File: src/rtl/lpe_pkg.sv
// ----------------------------------------------------------------------------
// lpe_pkg: shared types and constants for the LPC prediction error engine
// Widths, item layouts, state encodings and the prediction saturation.
// ----------------------------------------------------------------------------
package lpe_pkg;

    localparam int ORDER     = 64;
    localparam int FRAC_BITS = 12;

    localparam int TAP_W  = (ORDER > 1) ? $clog2(ORDER) : 1;
    localparam int CNT_W  = $clog2(ORDER + 1);

    localparam int IDX_W  = 6;
    localparam int COEF_W = 20;
    localparam int SMP_W  = 16;
    localparam int OUT_W  = 32;
    localparam int SUM_W  = 48;
    localparam int PROD_W = COEF_W + SMP_W;
    localparam int ACC_W  = PROD_W + CNT_W;

    localparam int S_DATA_W = 48;
    localparam int M_DATA_W = OUT_W + OUT_W + SUM_W;

    localparam int Q_DEPTH = 2;
    localparam int QP_W    = 1;

    localparam logic signed [63:0] PRED_MAX = 64'sh0000_0000_7FFF_FFFF;
    localparam logic signed [63:0] PRED_MIN = 64'shFFFF_FFFF_8000_0000;
    localparam logic signed [OUT_W-1:0] OUT_MAX = 32'sh7FFF_FFFF;
    localparam logic signed [OUT_W-1:0] OUT_MIN = 32'sh8000_0000;

    typedef enum logic [0:0] {
        ACT_LOAD   = 1'b0,
        ACT_SAMPLE = 1'b1
    } action_t;

    typedef struct packed {
        action_t                  action;
        logic [TAP_W-1:0]         tap;
        logic signed [COEF_W-1:0] coef;
        logic signed [SMP_W-1:0]  smp;
        logic                     measure;
        logic                     end_window;
    } cmd_t;

    typedef struct packed {
        logic push;
        cmd_t cmd;
    } q_push_t;

    typedef struct packed {
        logic valid;
        cmd_t cmd;
    } q_head_t;

    typedef enum logic [2:0] {
        BK_IDLE,
        BK_MAC,
        BK_DRAIN,
        BK_PRED,
        BK_RES,
        BK_SUM,
        BK_OUT
    } bk_state_t;

    // Saturate the shifted accumulator to the signed 32-bit range.
    function automatic logic signed [OUT_W-1:0] sat_pred(input logic signed [ACC_W-1:0] x);
        logic signed [63:0] w;
        w = 64'(x);
        if (w > PRED_MAX) begin
            return OUT_MAX;
        end else if (w < PRED_MIN) begin
            return OUT_MIN;
        end
        return w[OUT_W-1:0];
    endfunction

endpackage

File: src/rtl/lpe_front.sv
// ----------------------------------------------------------------------------
// lpe_front: input item decode and classification
// Unpacks the stream item, drops loads to taps beyond the order, and pushes
// the rest into the command queue.
// ----------------------------------------------------------------------------
module lpe_front (
    input  logic                         aresetn,
    input  logic                         s_tvalid,
    output logic                         s_tready,
    input  logic [lpe_pkg::S_DATA_W-1:0] s_tdata,
    input  logic                         s_tuser,
    input  logic                         s_tlast,
    input  logic                         q_full,
    output lpe_pkg::q_push_t             q_push
);

    logic [lpe_pkg::IDX_W-1:0] coef_index;
    logic                      tap_ok;
    lpe_pkg::cmd_t             cmd;

    assign coef_index = s_tdata[lpe_pkg::IDX_W-1:0];
    assign tap_ok     = (32'(coef_index) < 32'(lpe_pkg::ORDER));

    always_comb begin
        cmd.action     = lpe_pkg::action_t'(s_tuser);
        cmd.tap        = lpe_pkg::TAP_W'(coef_index);
        cmd.coef       = s_tdata[25:6];
        cmd.smp        = s_tdata[41:26];
        cmd.measure    = s_tdata[42];
        cmd.end_window = s_tlast;
    end

    assign s_tready = aresetn && !q_full;

    // Drop loads aimed past the last tap; they have no effect.
    assign q_push.push = s_tvalid && s_tready &&
                         ((cmd.action == lpe_pkg::ACT_SAMPLE) || tap_ok);
    assign q_push.cmd  = cmd;

endmodule

File: src/rtl/lpe_queue.sv
// ----------------------------------------------------------------------------
// lpe_queue: command queue between front and back end
// Two-entry FIFO of decoded commands.
// ----------------------------------------------------------------------------
module lpe_queue (
    input  logic             aclk,
    input  logic             aresetn,
    input  lpe_pkg::q_push_t q_push,
    output logic             q_full,
    input  logic             q_pop,
    output lpe_pkg::q_head_t q_head
);

    lpe_pkg::cmd_t              entry_reg [lpe_pkg::Q_DEPTH];
    logic [lpe_pkg::QP_W-1:0]   wr_ptr_reg, wr_ptr_next;
    logic [lpe_pkg::QP_W-1:0]   rd_ptr_reg, rd_ptr_next;
    logic [lpe_pkg::QP_W:0]     count_reg, count_next;
    logic                       do_pop;

    assign q_full       = (count_reg == (lpe_pkg::QP_W + 1)'(lpe_pkg::Q_DEPTH));
    assign q_head.valid = (count_reg != '0);
    assign q_head.cmd   = entry_reg[rd_ptr_reg];
    assign do_pop       = q_pop && q_head.valid;

    always_comb begin
        wr_ptr_next = q_push.push ? wr_ptr_reg + 1'b1 : wr_ptr_reg;
        rd_ptr_next = do_pop ? rd_ptr_reg + 1'b1 : rd_ptr_reg;
        count_next  = count_reg;
        if (q_push.push && !do_pop) begin
            count_next = count_reg + 1'b1;
        end else if (!q_push.push && do_pop) begin
            count_next = count_reg - 1'b1;
        end
    end

    always_ff @(posedge aclk) begin
        if (q_push.push) begin
            entry_reg[wr_ptr_reg] <= q_push.cmd;
        end
    end

    always_ff @(posedge aclk) begin
        if (!aresetn) begin
            wr_ptr_reg <= '0;
            rd_ptr_reg <= '0;
            count_reg  <= '0;
        end else begin
            wr_ptr_reg <= wr_ptr_next;
            rd_ptr_reg <= rd_ptr_next;
            count_reg  <= count_next;
        end
    end

endmodule

File: src/rtl/lpe_back.sv
// ----------------------------------------------------------------------------
// lpe_back: coefficient store, history ring and multiply-accumulate sequencer
// Executes loads, runs one tap per cycle for a sample, finishes the
// prediction, residual and error sum, and holds the result item.
// ----------------------------------------------------------------------------
module lpe_back (
    input  logic                         aclk,
    input  logic                         aresetn,
    input  lpe_pkg::q_head_t             q_head,
    output logic                         q_pop,
    output logic                         m_tvalid,
    input  logic                         m_tready,
    output logic [lpe_pkg::M_DATA_W-1:0] m_tdata,
    output logic                         m_tlast
);

    localparam logic [lpe_pkg::TAP_W-1:0] LAST_TAP  = lpe_pkg::TAP_W'(lpe_pkg::ORDER - 1);
    localparam logic [lpe_pkg::CNT_W-1:0] LAST_CNT  = lpe_pkg::CNT_W'(lpe_pkg::ORDER - 1);
    localparam logic [lpe_pkg::CNT_W-1:0] FULL_CNT  = lpe_pkg::CNT_W'(lpe_pkg::ORDER);

    lpe_pkg::bk_state_t state_reg, state_next;

    logic do_load, start, issue, commit, out_free;

    // storage
    logic [lpe_pkg::COEF_W-1:0] coef_mem [lpe_pkg::ORDER];
    logic [lpe_pkg::SMP_W-1:0]  hist_mem [lpe_pkg::ORDER];
    logic [lpe_pkg::ORDER-1:0]  coef_vld_reg;

    // sequencing
    lpe_pkg::cmd_t              cur_reg;
    logic [lpe_pkg::CNT_W-1:0]  cnt_reg, cnt_next;
    logic [lpe_pkg::TAP_W-1:0]  hrd_reg, hrd_next;
    logic [lpe_pkg::TAP_W-1:0]  wp_reg, wp_next;
    logic [lpe_pkg::CNT_W-1:0]  fill_reg, fill_next;

    // MAC pipeline
    logic [lpe_pkg::COEF_W-1:0]        coef_rd_reg;
    logic [lpe_pkg::SMP_W-1:0]         hist_rd_reg;
    logic                              coef_ok_reg, hist_ok_reg;
    logic                              p1_reg, p2_reg;
    logic signed [lpe_pkg::COEF_W-1:0] coef_op;
    logic signed [lpe_pkg::SMP_W-1:0]  hist_op;
    logic signed [lpe_pkg::PROD_W-1:0] prod_reg;
    logic signed [lpe_pkg::ACC_W-1:0]  acc_reg;

    // finish
    logic signed [lpe_pkg::OUT_W-1:0]  pred_reg, res_reg;
    logic signed [lpe_pkg::OUT_W:0]    diff;
    logic [lpe_pkg::OUT_W-1:0]         mag;
    logic [lpe_pkg::SUM_W:0]           wide_sum;
    logic [lpe_pkg::SUM_W-1:0]         sum_reg, err_reg;

    // result
    logic                              out_vld_reg;
    logic [lpe_pkg::M_DATA_W-1:0]      out_data_reg;
    logic                              out_last_reg;

    assign out_free = !out_vld_reg || m_tready;

    // next state
    always_comb begin
        state_next = state_reg;
        case (state_reg)
            lpe_pkg::BK_IDLE: begin
                if (q_head.valid && (q_head.cmd.action == lpe_pkg::ACT_SAMPLE)) begin
                    state_next = lpe_pkg::BK_MAC;
                end
            end
            lpe_pkg::BK_MAC: begin
                if (cnt_reg == LAST_CNT) begin
                    state_next = lpe_pkg::BK_DRAIN;
                end
            end
            lpe_pkg::BK_DRAIN: begin
                if (!p1_reg && !p2_reg) begin
                    state_next = lpe_pkg::BK_PRED;
                end
            end
            lpe_pkg::BK_PRED: state_next = lpe_pkg::BK_RES;
            lpe_pkg::BK_RES:  state_next = lpe_pkg::BK_SUM;
            lpe_pkg::BK_SUM:  state_next = lpe_pkg::BK_OUT;
            lpe_pkg::BK_OUT: begin
                if (out_free) begin
                    state_next = lpe_pkg::BK_IDLE;
                end
            end
            default: state_next = lpe_pkg::BK_IDLE;
        endcase
    end

    // state outputs
    always_comb begin
        q_pop   = 1'b0;
        do_load = 1'b0;
        start   = 1'b0;
        issue   = 1'b0;
        commit  = 1'b0;
        case (state_reg)
            lpe_pkg::BK_IDLE: begin
                q_pop   = q_head.valid;
                do_load = q_head.valid && (q_head.cmd.action == lpe_pkg::ACT_LOAD);
                start   = q_head.valid && (q_head.cmd.action == lpe_pkg::ACT_SAMPLE);
            end
            lpe_pkg::BK_MAC: issue  = 1'b1;
            lpe_pkg::BK_OUT: commit = out_free;
            default: ;
        endcase
    end

    // tap counter and ring pointers
    always_comb begin
        cnt_next  = cnt_reg;
        hrd_next  = hrd_reg;
        wp_next   = wp_reg;
        fill_next = fill_reg;
        if (start) begin
            cnt_next = '0;
            hrd_next = (wp_reg == '0) ? LAST_TAP : wp_reg - 1'b1;
        end else if (issue) begin
            cnt_next = cnt_reg + 1'b1;
            hrd_next = (hrd_reg == '0) ? LAST_TAP : hrd_reg - 1'b1;
        end
        if (commit) begin
            wp_next = (wp_reg == LAST_TAP) ? '0 : wp_reg + 1'b1;
            if (fill_reg != FULL_CNT) begin
                fill_next = fill_reg + 1'b1;
            end
        end
    end

    // memories: one write and one registered read each
    always_ff @(posedge aclk) begin
        if (do_load) begin
            coef_mem[q_head.cmd.tap] <= q_head.cmd.coef;
        end
        if (issue) begin
            coef_rd_reg <= coef_mem[cnt_reg[lpe_pkg::TAP_W-1:0]];
        end
    end

    always_ff @(posedge aclk) begin
        if (commit) begin
            hist_mem[wp_reg] <= cur_reg.smp;
        end
        if (issue) begin
            hist_rd_reg <= hist_mem[hrd_reg];
        end
    end

    // zero unwritten entries
    assign coef_op = coef_ok_reg ? $signed(coef_rd_reg) : '0;
    assign hist_op = hist_ok_reg ? $signed(hist_rd_reg) : '0;

    assign diff = (lpe_pkg::OUT_W + 1)'($signed(cur_reg.smp)) -
                  (lpe_pkg::OUT_W + 1)'(pred_reg);
    assign mag  = res_reg[lpe_pkg::OUT_W-1] ? lpe_pkg::OUT_W'(-res_reg) : res_reg;
    assign wide_sum = {1'b0, err_reg} + (lpe_pkg::SUM_W + 1)'(mag);

    // datapath
    always_ff @(posedge aclk) begin
        if (start) begin
            cur_reg <= q_head.cmd;
        end
        if (issue) begin
            coef_ok_reg <= coef_vld_reg[cnt_reg[lpe_pkg::TAP_W-1:0]];
            hist_ok_reg <= (cnt_reg < fill_reg);
        end
        if (p1_reg) begin
            prod_reg <= lpe_pkg::PROD_W'(coef_op) * lpe_pkg::PROD_W'(hist_op);
        end
        if (start) begin
            acc_reg <= '0;
        end else if (p2_reg) begin
            acc_reg <= acc_reg + lpe_pkg::ACC_W'(prod_reg);
        end
        if (state_reg == lpe_pkg::BK_PRED) begin
            pred_reg <= lpe_pkg::sat_pred(acc_reg >>> lpe_pkg::FRAC_BITS);
        end
        if (state_reg == lpe_pkg::BK_RES) begin
            if (diff[lpe_pkg::OUT_W] != diff[lpe_pkg::OUT_W-1]) begin
                res_reg <= diff[lpe_pkg::OUT_W] ? lpe_pkg::OUT_MIN : lpe_pkg::OUT_MAX;
            end else begin
                res_reg <= diff[lpe_pkg::OUT_W-1:0];
            end
        end
        if (state_reg == lpe_pkg::BK_SUM) begin
            if (!cur_reg.measure) begin
                sum_reg <= err_reg;
            end else if (wide_sum[lpe_pkg::SUM_W]) begin
                sum_reg <= '1;
            end else begin
                sum_reg <= wide_sum[lpe_pkg::SUM_W-1:0];
            end
        end
        if (commit) begin
            out_data_reg <= {sum_reg, res_reg, pred_reg};
            out_last_reg <= cur_reg.end_window;
        end
    end

    // control state
    always_ff @(posedge aclk) begin
        if (!aresetn) begin
            state_reg    <= lpe_pkg::BK_IDLE;
            cnt_reg      <= '0;
            hrd_reg      <= '0;
            wp_reg       <= '0;
            fill_reg     <= '0;
            coef_vld_reg <= '0;
            p1_reg       <= 1'b0;
            p2_reg       <= 1'b0;
            err_reg      <= '0;
            out_vld_reg  <= 1'b0;
        end else begin
            state_reg <= state_next;
            cnt_reg   <= cnt_next;
            hrd_reg   <= hrd_next;
            wp_reg    <= wp_next;
            fill_reg  <= fill_next;
            p1_reg    <= issue;
            p2_reg    <= p1_reg;
            if (do_load) begin
                coef_vld_reg[q_head.cmd.tap] <= 1'b1;
            end
            if (commit) begin
                err_reg     <= cur_reg.end_window ? '0 : sum_reg;
                out_vld_reg <= 1'b1;
            end else if (m_tready) begin
                out_vld_reg <= 1'b0;
            end
        end
    end

    assign m_tvalid = out_vld_reg;
    assign m_tdata  = out_data_reg;
    assign m_tlast  = out_last_reg;

endmodule

File: src/rtl/lpc_prediction_error.sv
// ----------------------------------------------------------------------------
// lpc_prediction_error: linear-prediction residual engine
// Predicts each sample from the previous ORDER samples, emits prediction,
// residual and a windowed saturating sum of absolute residuals of measured samples.
// ----------------------------------------------------------------------------
// Loads: a load item passes through the command queue and is written to the
//   tap store when the back end is idle.
// Throughput: the back end runs one sample item at a time, set by the single
//   multiply-accumulate unit that takes one tap per cycle; loads are taken
//   one per cycle while the back end is idle and not running a sample.
// Reset: synchronous, active low; coefficients, history and the error sum
//   read as zero right after reset, with no clearing pass.
// ----------------------------------------------------------------------------
module lpc_prediction_error (
    input  logic                         aclk,
    input  logic                         aresetn,
    // input items
    input  logic                         s_tvalid,
    output logic                         s_tready,
    // [5:0] coef_index, [25:6] coef_value, [41:26] sample, [42] measure,
    // [47:43] zero
    input  logic [lpe_pkg::S_DATA_W-1:0] s_tdata,
    // [0] action: 0 = load coefficient, 1 = process sample
    input  logic                         s_tuser,
    // end_window
    input  logic                         s_tlast,
    // result items
    output logic                         m_tvalid,
    input  logic                         m_tready,
    // [31:0] prediction, [63:32] residual, [111:64] error_sum
    output logic [lpe_pkg::M_DATA_W-1:0] m_tdata,
    // window_done
    output logic                         m_tlast
);

    lpe_pkg::q_push_t q_push;
    lpe_pkg::q_head_t q_head;
    logic             q_full;
    logic             q_pop;

    // Front end: decode the item, drop loads past the last tap, queue the rest.
    lpe_front u_front (
        .aresetn  (aresetn),
        .s_tvalid (s_tvalid),
        .s_tready (s_tready),
        .s_tdata  (s_tdata),
        .s_tuser  (s_tuser),
        .s_tlast  (s_tlast),
        .q_full   (q_full),
        .q_push   (q_push)
    );

    // Two-entry queue: hold decoded items while the back end runs a sample.
    lpe_queue u_queue (
        .aclk    (aclk),
        .aresetn (aresetn),
        .q_push  (q_push),
        .q_full  (q_full),
        .q_pop   (q_pop),
        .q_head  (q_head)
    );

    // Back end: write coefficients, advance the MAC over all taps, finish the
    // prediction, residual and error sum, then hold the result in the
    // output register until it is taken.
    lpe_back u_back (
        .aclk     (aclk),
        .aresetn  (aresetn),
        .q_head   (q_head),
        .q_pop    (q_pop),
        .m_tvalid (m_tvalid),
        .m_tready (m_tready),
        .m_tdata  (m_tdata),
        .m_tlast  (m_tlast)
    );

endmodule

File: config.mk
export PLATFORM = sky130hd
export DESIGN_NAME = lpc_prediction_error
export DESIGN_NICKNAME = d
export VERILOG_FILES = /design/src/rtl/lpe_pkg.sv /design/src/rtl/lpe_front.sv /design/src/rtl/lpe_queue.sv /design/src/rtl/lpe_back.sv /design/src/rtl/lpc_prediction_error.sv
export SDC_FILE = /design/constraint.sdc
export NUM_CORES = 2
export LEC_CHECK = 0
export ABC_CLOCK_PERIOD_IN_PS = 7250
export CAP_MARGIN = 10
export CORE_MARGIN = 2
export CORE_UTILIZATION = 50
export CTS_BUF_LIST = sky130_fd_sc_hd__clkbuf_16
export CTS_CLUSTER_DIAMETER = 60
export DETAILED_ROUTE_END_ITERATION = 16
export DONT_BUFFER_PORTS = 1
export PLACE_DENSITY = 0.65
export SLEW_MARGIN = 20
export SYNTH_ARGS = -nofsm -noshare
export SYNTH_HDL_FRONTEND = slang
export SYNTH_HIERARCHICAL = 1
export SYNTH_SLANG_ARGS = --single-unit
File: constraint.sdc
create_clock -name aclk -period 7.25 [get_ports aclk]
set_clock_uncertainty 0.15 [all_clocks]
set_input_delay 0 -clock aclk [delete_from_list [all_inputs] [get_ports aclk]]
set_output_delay 0 -clock aclk [all_outputs]
set_load 0.02 [all_outputs]
# Yosys cells after proc, flatten, opt, wreduce, memory -nomap -nowiden

Memory sizes are Yosys's and may differ from the RTL's. A register that Yosys moved wholly into a read port is not among the register bits.
Cells that the tools add are included.
Widths: inputs -> output; s select.

Bitwise logic cells: 3
Mux-type cells: 45
Multiply operators: 1
Equal/unequal tests: 15
Add/sub/neg operators: 13
Order comparisons: 6
Reduce and logical (&&, ||, !) cells: 26

Operator list:

| operator             | number |
|---|---|
| $mux 32              | 6 |
| $mux 48              | 3 |
| $or 64x64->64        | 1 |
| $add 48x32->49       | 1 |
| $add 43x36->43       | 1 |
| $mul 20x16->36       | 1 |
| $sub 16x32->33       | 1 |
| $gt 31x32->1 const B | 1 |
| $lt 31x32->1 const B | 1 |
| $neg 32->32          | 1 |
| $mux 6               | 5 |
| $pmux 3 s7           | 1 |
| $mux 1               | 20 |
| $mux 20              | 1 |
| $mux 16              | 1 |
| $add 7x1->7 const B  | 2 |
| $lt 6x7->1 const B   | 2 |
| $logic_not 6->1      | 2 |
| $mux 3               | 4 |
| $sub 6x1->6 const B  | 2 |
| $eq 3x3->1 const B   | 3 |
| $logic_and 1x1->1    | 9 |
| $ne 2x1->1 const B   | 4 |
| $reduce_bool 2->1    | 4 |
| 23 further kinds     | 32 |

Memories kept: 3
Input port bits: 54
Output and inout bits: 115
Word-level logic and storage cells: 137
Register bits after elaboration: 472
Bits in writable memories: 2394

Memory list:

| memory            | depth | width | read ports | clocked after memory_dff | wr ports | line            | RTL |
|---|---|---|---|---|---|---|---|
| u_back.coef_mem   | 64    | 20    | 1          | 1                        | 1        | lpe_back.sv:26  | `logic [lpe_pkg::COEF_W-1:0] coef_mem [lpe_pkg::ORDER];` |
| u_back.hist_mem   | 64    | 16    | 1          | 1                        | 1        | lpe_back.sv:27  | `logic [lpe_pkg::SMP_W-1:0] hist_mem [lpe_pkg::ORDER];` |
| u_queue.entry_reg | 2     | 45    | 1          | 1                        | 1        | lpe_queue.sv:14 | `lpe_pkg::cmd_t entry_reg [lpe_pkg::Q_DEPTH];` |

# Depth between registers and ports, before layout

Depth after elaboration: 8
Gate-level depth with buffers: 27
Mapped depth without buffers: 25

# Cells and area by module

Netlist, hierarchy kept.

By module, submodules not included:

| module    | sequential area each (µm²) | times used | cells an instance | area each (µm²) |
|---|---|---|---|---|
| lpe_back  | 82449.1                    | 1          | 6902              | 123452.2 |
| lpe_queue | 2802.7                     | 1          | 162               | 3464.6 |
| lpe_front | 0.0                        | 1          | 47                | 352.8 |

# Worst setup path after synthesis

Ideal clock, no wire load.

Kind: register to register
Start point: register u_back.hist_ok_reg
End point: register u_back/prod_reg[33] (netlist bit) (data pin)
Setup time: 262 ps
Clock period less this slack: 6826 ps
Buffers on the path: 3
Required time: 6838 ps
Path slack: 424 ps
Cell stages (with the launch flop): 26
Arrival: 6414 ps
Cells stage by stage: edfxtp_1 > clkbuf_1 > and2_1 > clkbuf_1 > nand2_1 > fa_1 > fa_1 > fa_1 > inv_1 > fa_1 > fa_1 > inv_1 > fa_1 > inv_1 > ha_1 > clkbuf_1 > a21oi_1 > o21ai_0 > a22oi_1 > o31ai_1 > a31oi_1 > o21ai_1 > o41ai_1 > o21ba_2 > o21ai_1 > xor2_1

Longest elaborated chain between the ends: 2

RTL lines:

| element                | line            | RTL |
|---|---|---|
| start, declared        | lpe_back.sv:40  | `logic coef_ok_reg, hist_ok_reg;` |
| start signal, assigned | lpe_back.sv:167 | `hist_ok_reg <= (cnt_reg < fill_reg);` |
| $mux 16                | lpe_back.sv:153 | `assign hist_op = hist_ok_reg ? $signed(hist_rd_reg) : '0;` |
| $mul 20x16->36         | lpe_back.sv:170 | `prod_reg <= lpe_pkg::PROD_W'(coef_op) * lpe_pkg::PROD_W'(hist_op);` |
| end signal, assigned   | lpe_back.sv:170 |  |
| end, declared          | lpe_back.sv:44  | `logic signed [lpe_pkg::PROD_W-1:0] prod_reg;` |

Every way passes these cells.
A chain may end at the register's enable or synchronous reset.

# Final worst setup path

Start point: register u_back.hist_ok_reg
End point: register u_back/prod_reg[35] (netlist bit) (data pin)

Same word-level chain as after synthesis.

==> results.yml <==
global_routing:
  gr-usage-met3: 0.0379
  grtUsageTotal: 0.243
  grt_pass1_vias: 67700
  grt_max_degree: 129
  top_usage_layer: "met2"
  antenna_found_initial: 24
  grtUsageMet2: 0.385
  use_met1: 0.358
  grt_pass1_wl_um: 458000
  grt_overflow: 0
yosys:
  synth_area_leader_cell: "edfxtp_1"
  synth_seq_area_share: 0.670
  syn_area_per_cell_um2: 17.9
  synthArstFlopShare: 0
  synth_seq_cells: 2903
  synth_top_flop_cell: "edfxtp_1"
  yosysTopAreaCellShare: 0.640
  synth_most_common_cell: "edfxtp_1"
  syn_inst: 7111
  syn_nets: 7698
  synth-edff-count: 2711
  synth_common_cells: "edfxtp_1, mux4_2, inv_1"
  synth_cell_types: 92
  yosys_warnings: 6
  netlist_area_um2: 127000
  synthTopCellsByArea: "edfxtp_1, mux4_2, fa_1"
sta:
  rsz0062_at_grt: "no"
  fin_crit_sh: 0.965
  drv_slew: 0
  finalSetupViolCount: 0
  worst_pin_slew_ns: 1.10
  setup_ws_ns: 0.257
  min_period_ns: 6.99
  max_slew_margin: 0.264
  hold_viol_final: 0
  setup_total_negative_slack_ns: 0
  fmax_mhz: 143
floorplanning:
  start_util: 0.502
  fp-row-count: 185
  core-area_um2: 254000
  io_pins: 169
  die_w_um: 509
  die-area_um2: 259000
  die_h_um: 509
detailed_routing:
  postRouteAntennaNets: 0
  drc_errors: 0
  drtIter0Drc: 7970
  routed_wl_um: 312000
  post_drt_wl_per_cell_um: 28.2
  viasPerCell: 6.02
  dr.pass1.iters: 6
  vias: 66600
critical_path:
  r2r_slack_ns: 0.26
  cp-start-kind: "flop"
  path_class: "reg2reg"
  cp.arrival_ns: 7.47
  cp-end-kind: "flop"
  crit_fanout: 22
  cp.required_ns: 7.73
clocking:
  cts_max_level: 5
  cts-root-buf: "clkbuf_16"
  cts.sinks: 2903
  cts_made_buffers: 318
  cts_buffer_depth: 4
  tritoncts: "done"
  path_clk_slew_ns: 0.06
  clock_latency_ns: 1.00
finish:
  fin_nets: 8037
  fin_util: 0.567
  largest_reg_flops: 1280
  drive_above_1_share: 0.220
  multi_input_area_um2: 39000
  top_register: "u_back/coef_mem"
  syn2layout_area_growth_pct: 12.9
  fillers: 19000
  final_cell_area_um2: 144000
  ff_latch_area_um2: 85300
  layout.cells.non_filler: 11100
placed_design:
  portBuffers: 0
  dpl_cell_area_um2: 132000
  place_ws_ns: 0.0410
  placed_cells: 10400
  place_congestion: 0.884
  dp_hpwl_um: 191000
status:
  status: "completed"
pwr:
  irDropWorstVdd_v: 0.000379
  p_leak_nw: 47.9
  cellPowerDensity_nw_per_um2: 369
worst_hold_path:
  hold_path.class: "in2out"
flow_run:
  maxCapViolations: 0
## area by class of cell
class | count | share of cell area
Tap cell | 3366 | 0.0293
Clock inverter | 236 | 0.0139
Inverter | 458 | 0.0120
Clock buffer | 321 | 0.0559
Sequential cell | 2903 | 0.593
Multi-Input combinational cell | 3375 | 0.272
Timing Repair Buffer | 394 | 0.0238
Antenna cell | 5 | 0.0000871
## per-stage QoR
| step | hold slack [ns] | total power, mW |
|---|---|---|
| floorplan | -0.0325 | 32.5 |
| global placement | -0.0511 | 37.4 |
| detailed placement | -0.0510 | 37.7 |
| CTS | 0.00228 | 53.3 |
| global route | 0.0373 | 55.8 |
| finish | 0.0315 | 53.0 |
## critical path, stage by stage, from the launching register on
cell and delay (ns):
edfxtp_1 0.38, buf_12 0.16, and2_1 0.16, buf_4 0.24, nand2_1 0.11, fa_1 0.54, inv_1 0.05, fa_1 0.48
fa_1 0.60, fa_1 0.44, fa_1 0.49, inv_1 0.05, fa_1 0.48, inv_1 0.04, ha_1 0.33, o21ai_0 0.19
nor2_1 0.08, o41ai_1 0.34, o31ai_2 0.21, a31oi_2 0.27, o21ai_1 0.14, o41ai_2 0.29, o21ai_0 0.17, a21oi_1 0.21
xnor2_1 0.08
## report_power, final
group          leakage (nW)  internal, mW  switching (mW)
combinational          16.8          6.97            9.77
sequential             25.9          20.1           0.636
clock                  5.12          9.15            6.44
## layout by cell type (no fill, tap or decap), types with 180 or more instances in the layout
master / instances
edfxtp_1: 2711
mux4_2: 777
inv_1: 511
nor2_1: 359
nand2_1: 338
clkbuf_16: 321
fa_1: 321
buf_4: 265
ha_1: 212
dfxtp_1: 180
## path summary, 6_finish.rpt
check	from	to	cells after the start
worst max-delay path	u_back/hist_ok_reg	u_back/prod_reg[35]	24
worst min-delay path	aresetn	s_tready	1
worst max register to register	u_back/hist_ok_reg	u_back/prod_reg[35]	24
worst min register to register	u_back/acc_reg[14]	u_back/pred_reg[2]	0
## timing repair
action | in CTS | in global routing
setup endpoints to repair | 0 | 7
hold buffers | 117 | 0
gates resized for setup | 0 | 15
hold endpoints to repair | 454 | 0
setup buffers | 0 | 1
## per-layer routing
metal | wire length (µm) | vias to the layer above
met5 | 69 | -
met4 | 6530 | 8
met3 | 26300 | 424
met2 | 149000 | 2897
met1 | 130000 | 35100
li1 | - | 28100
## cells by family after synthesis
kind of cell               Yosys count  share of synthesized area
AOI/OAI and AO/OA                  658                     0.0341
xor gates and xnor gates           191                     0.0131
adders and majority gates          538                     0.0717
buffers and inverters              833                     0.0261
DFF                               2903                      0.670
muxes                              852                      0.144
and+or+nand+nor                   1136                     0.0412
Power figures use the tool's default switching activity.
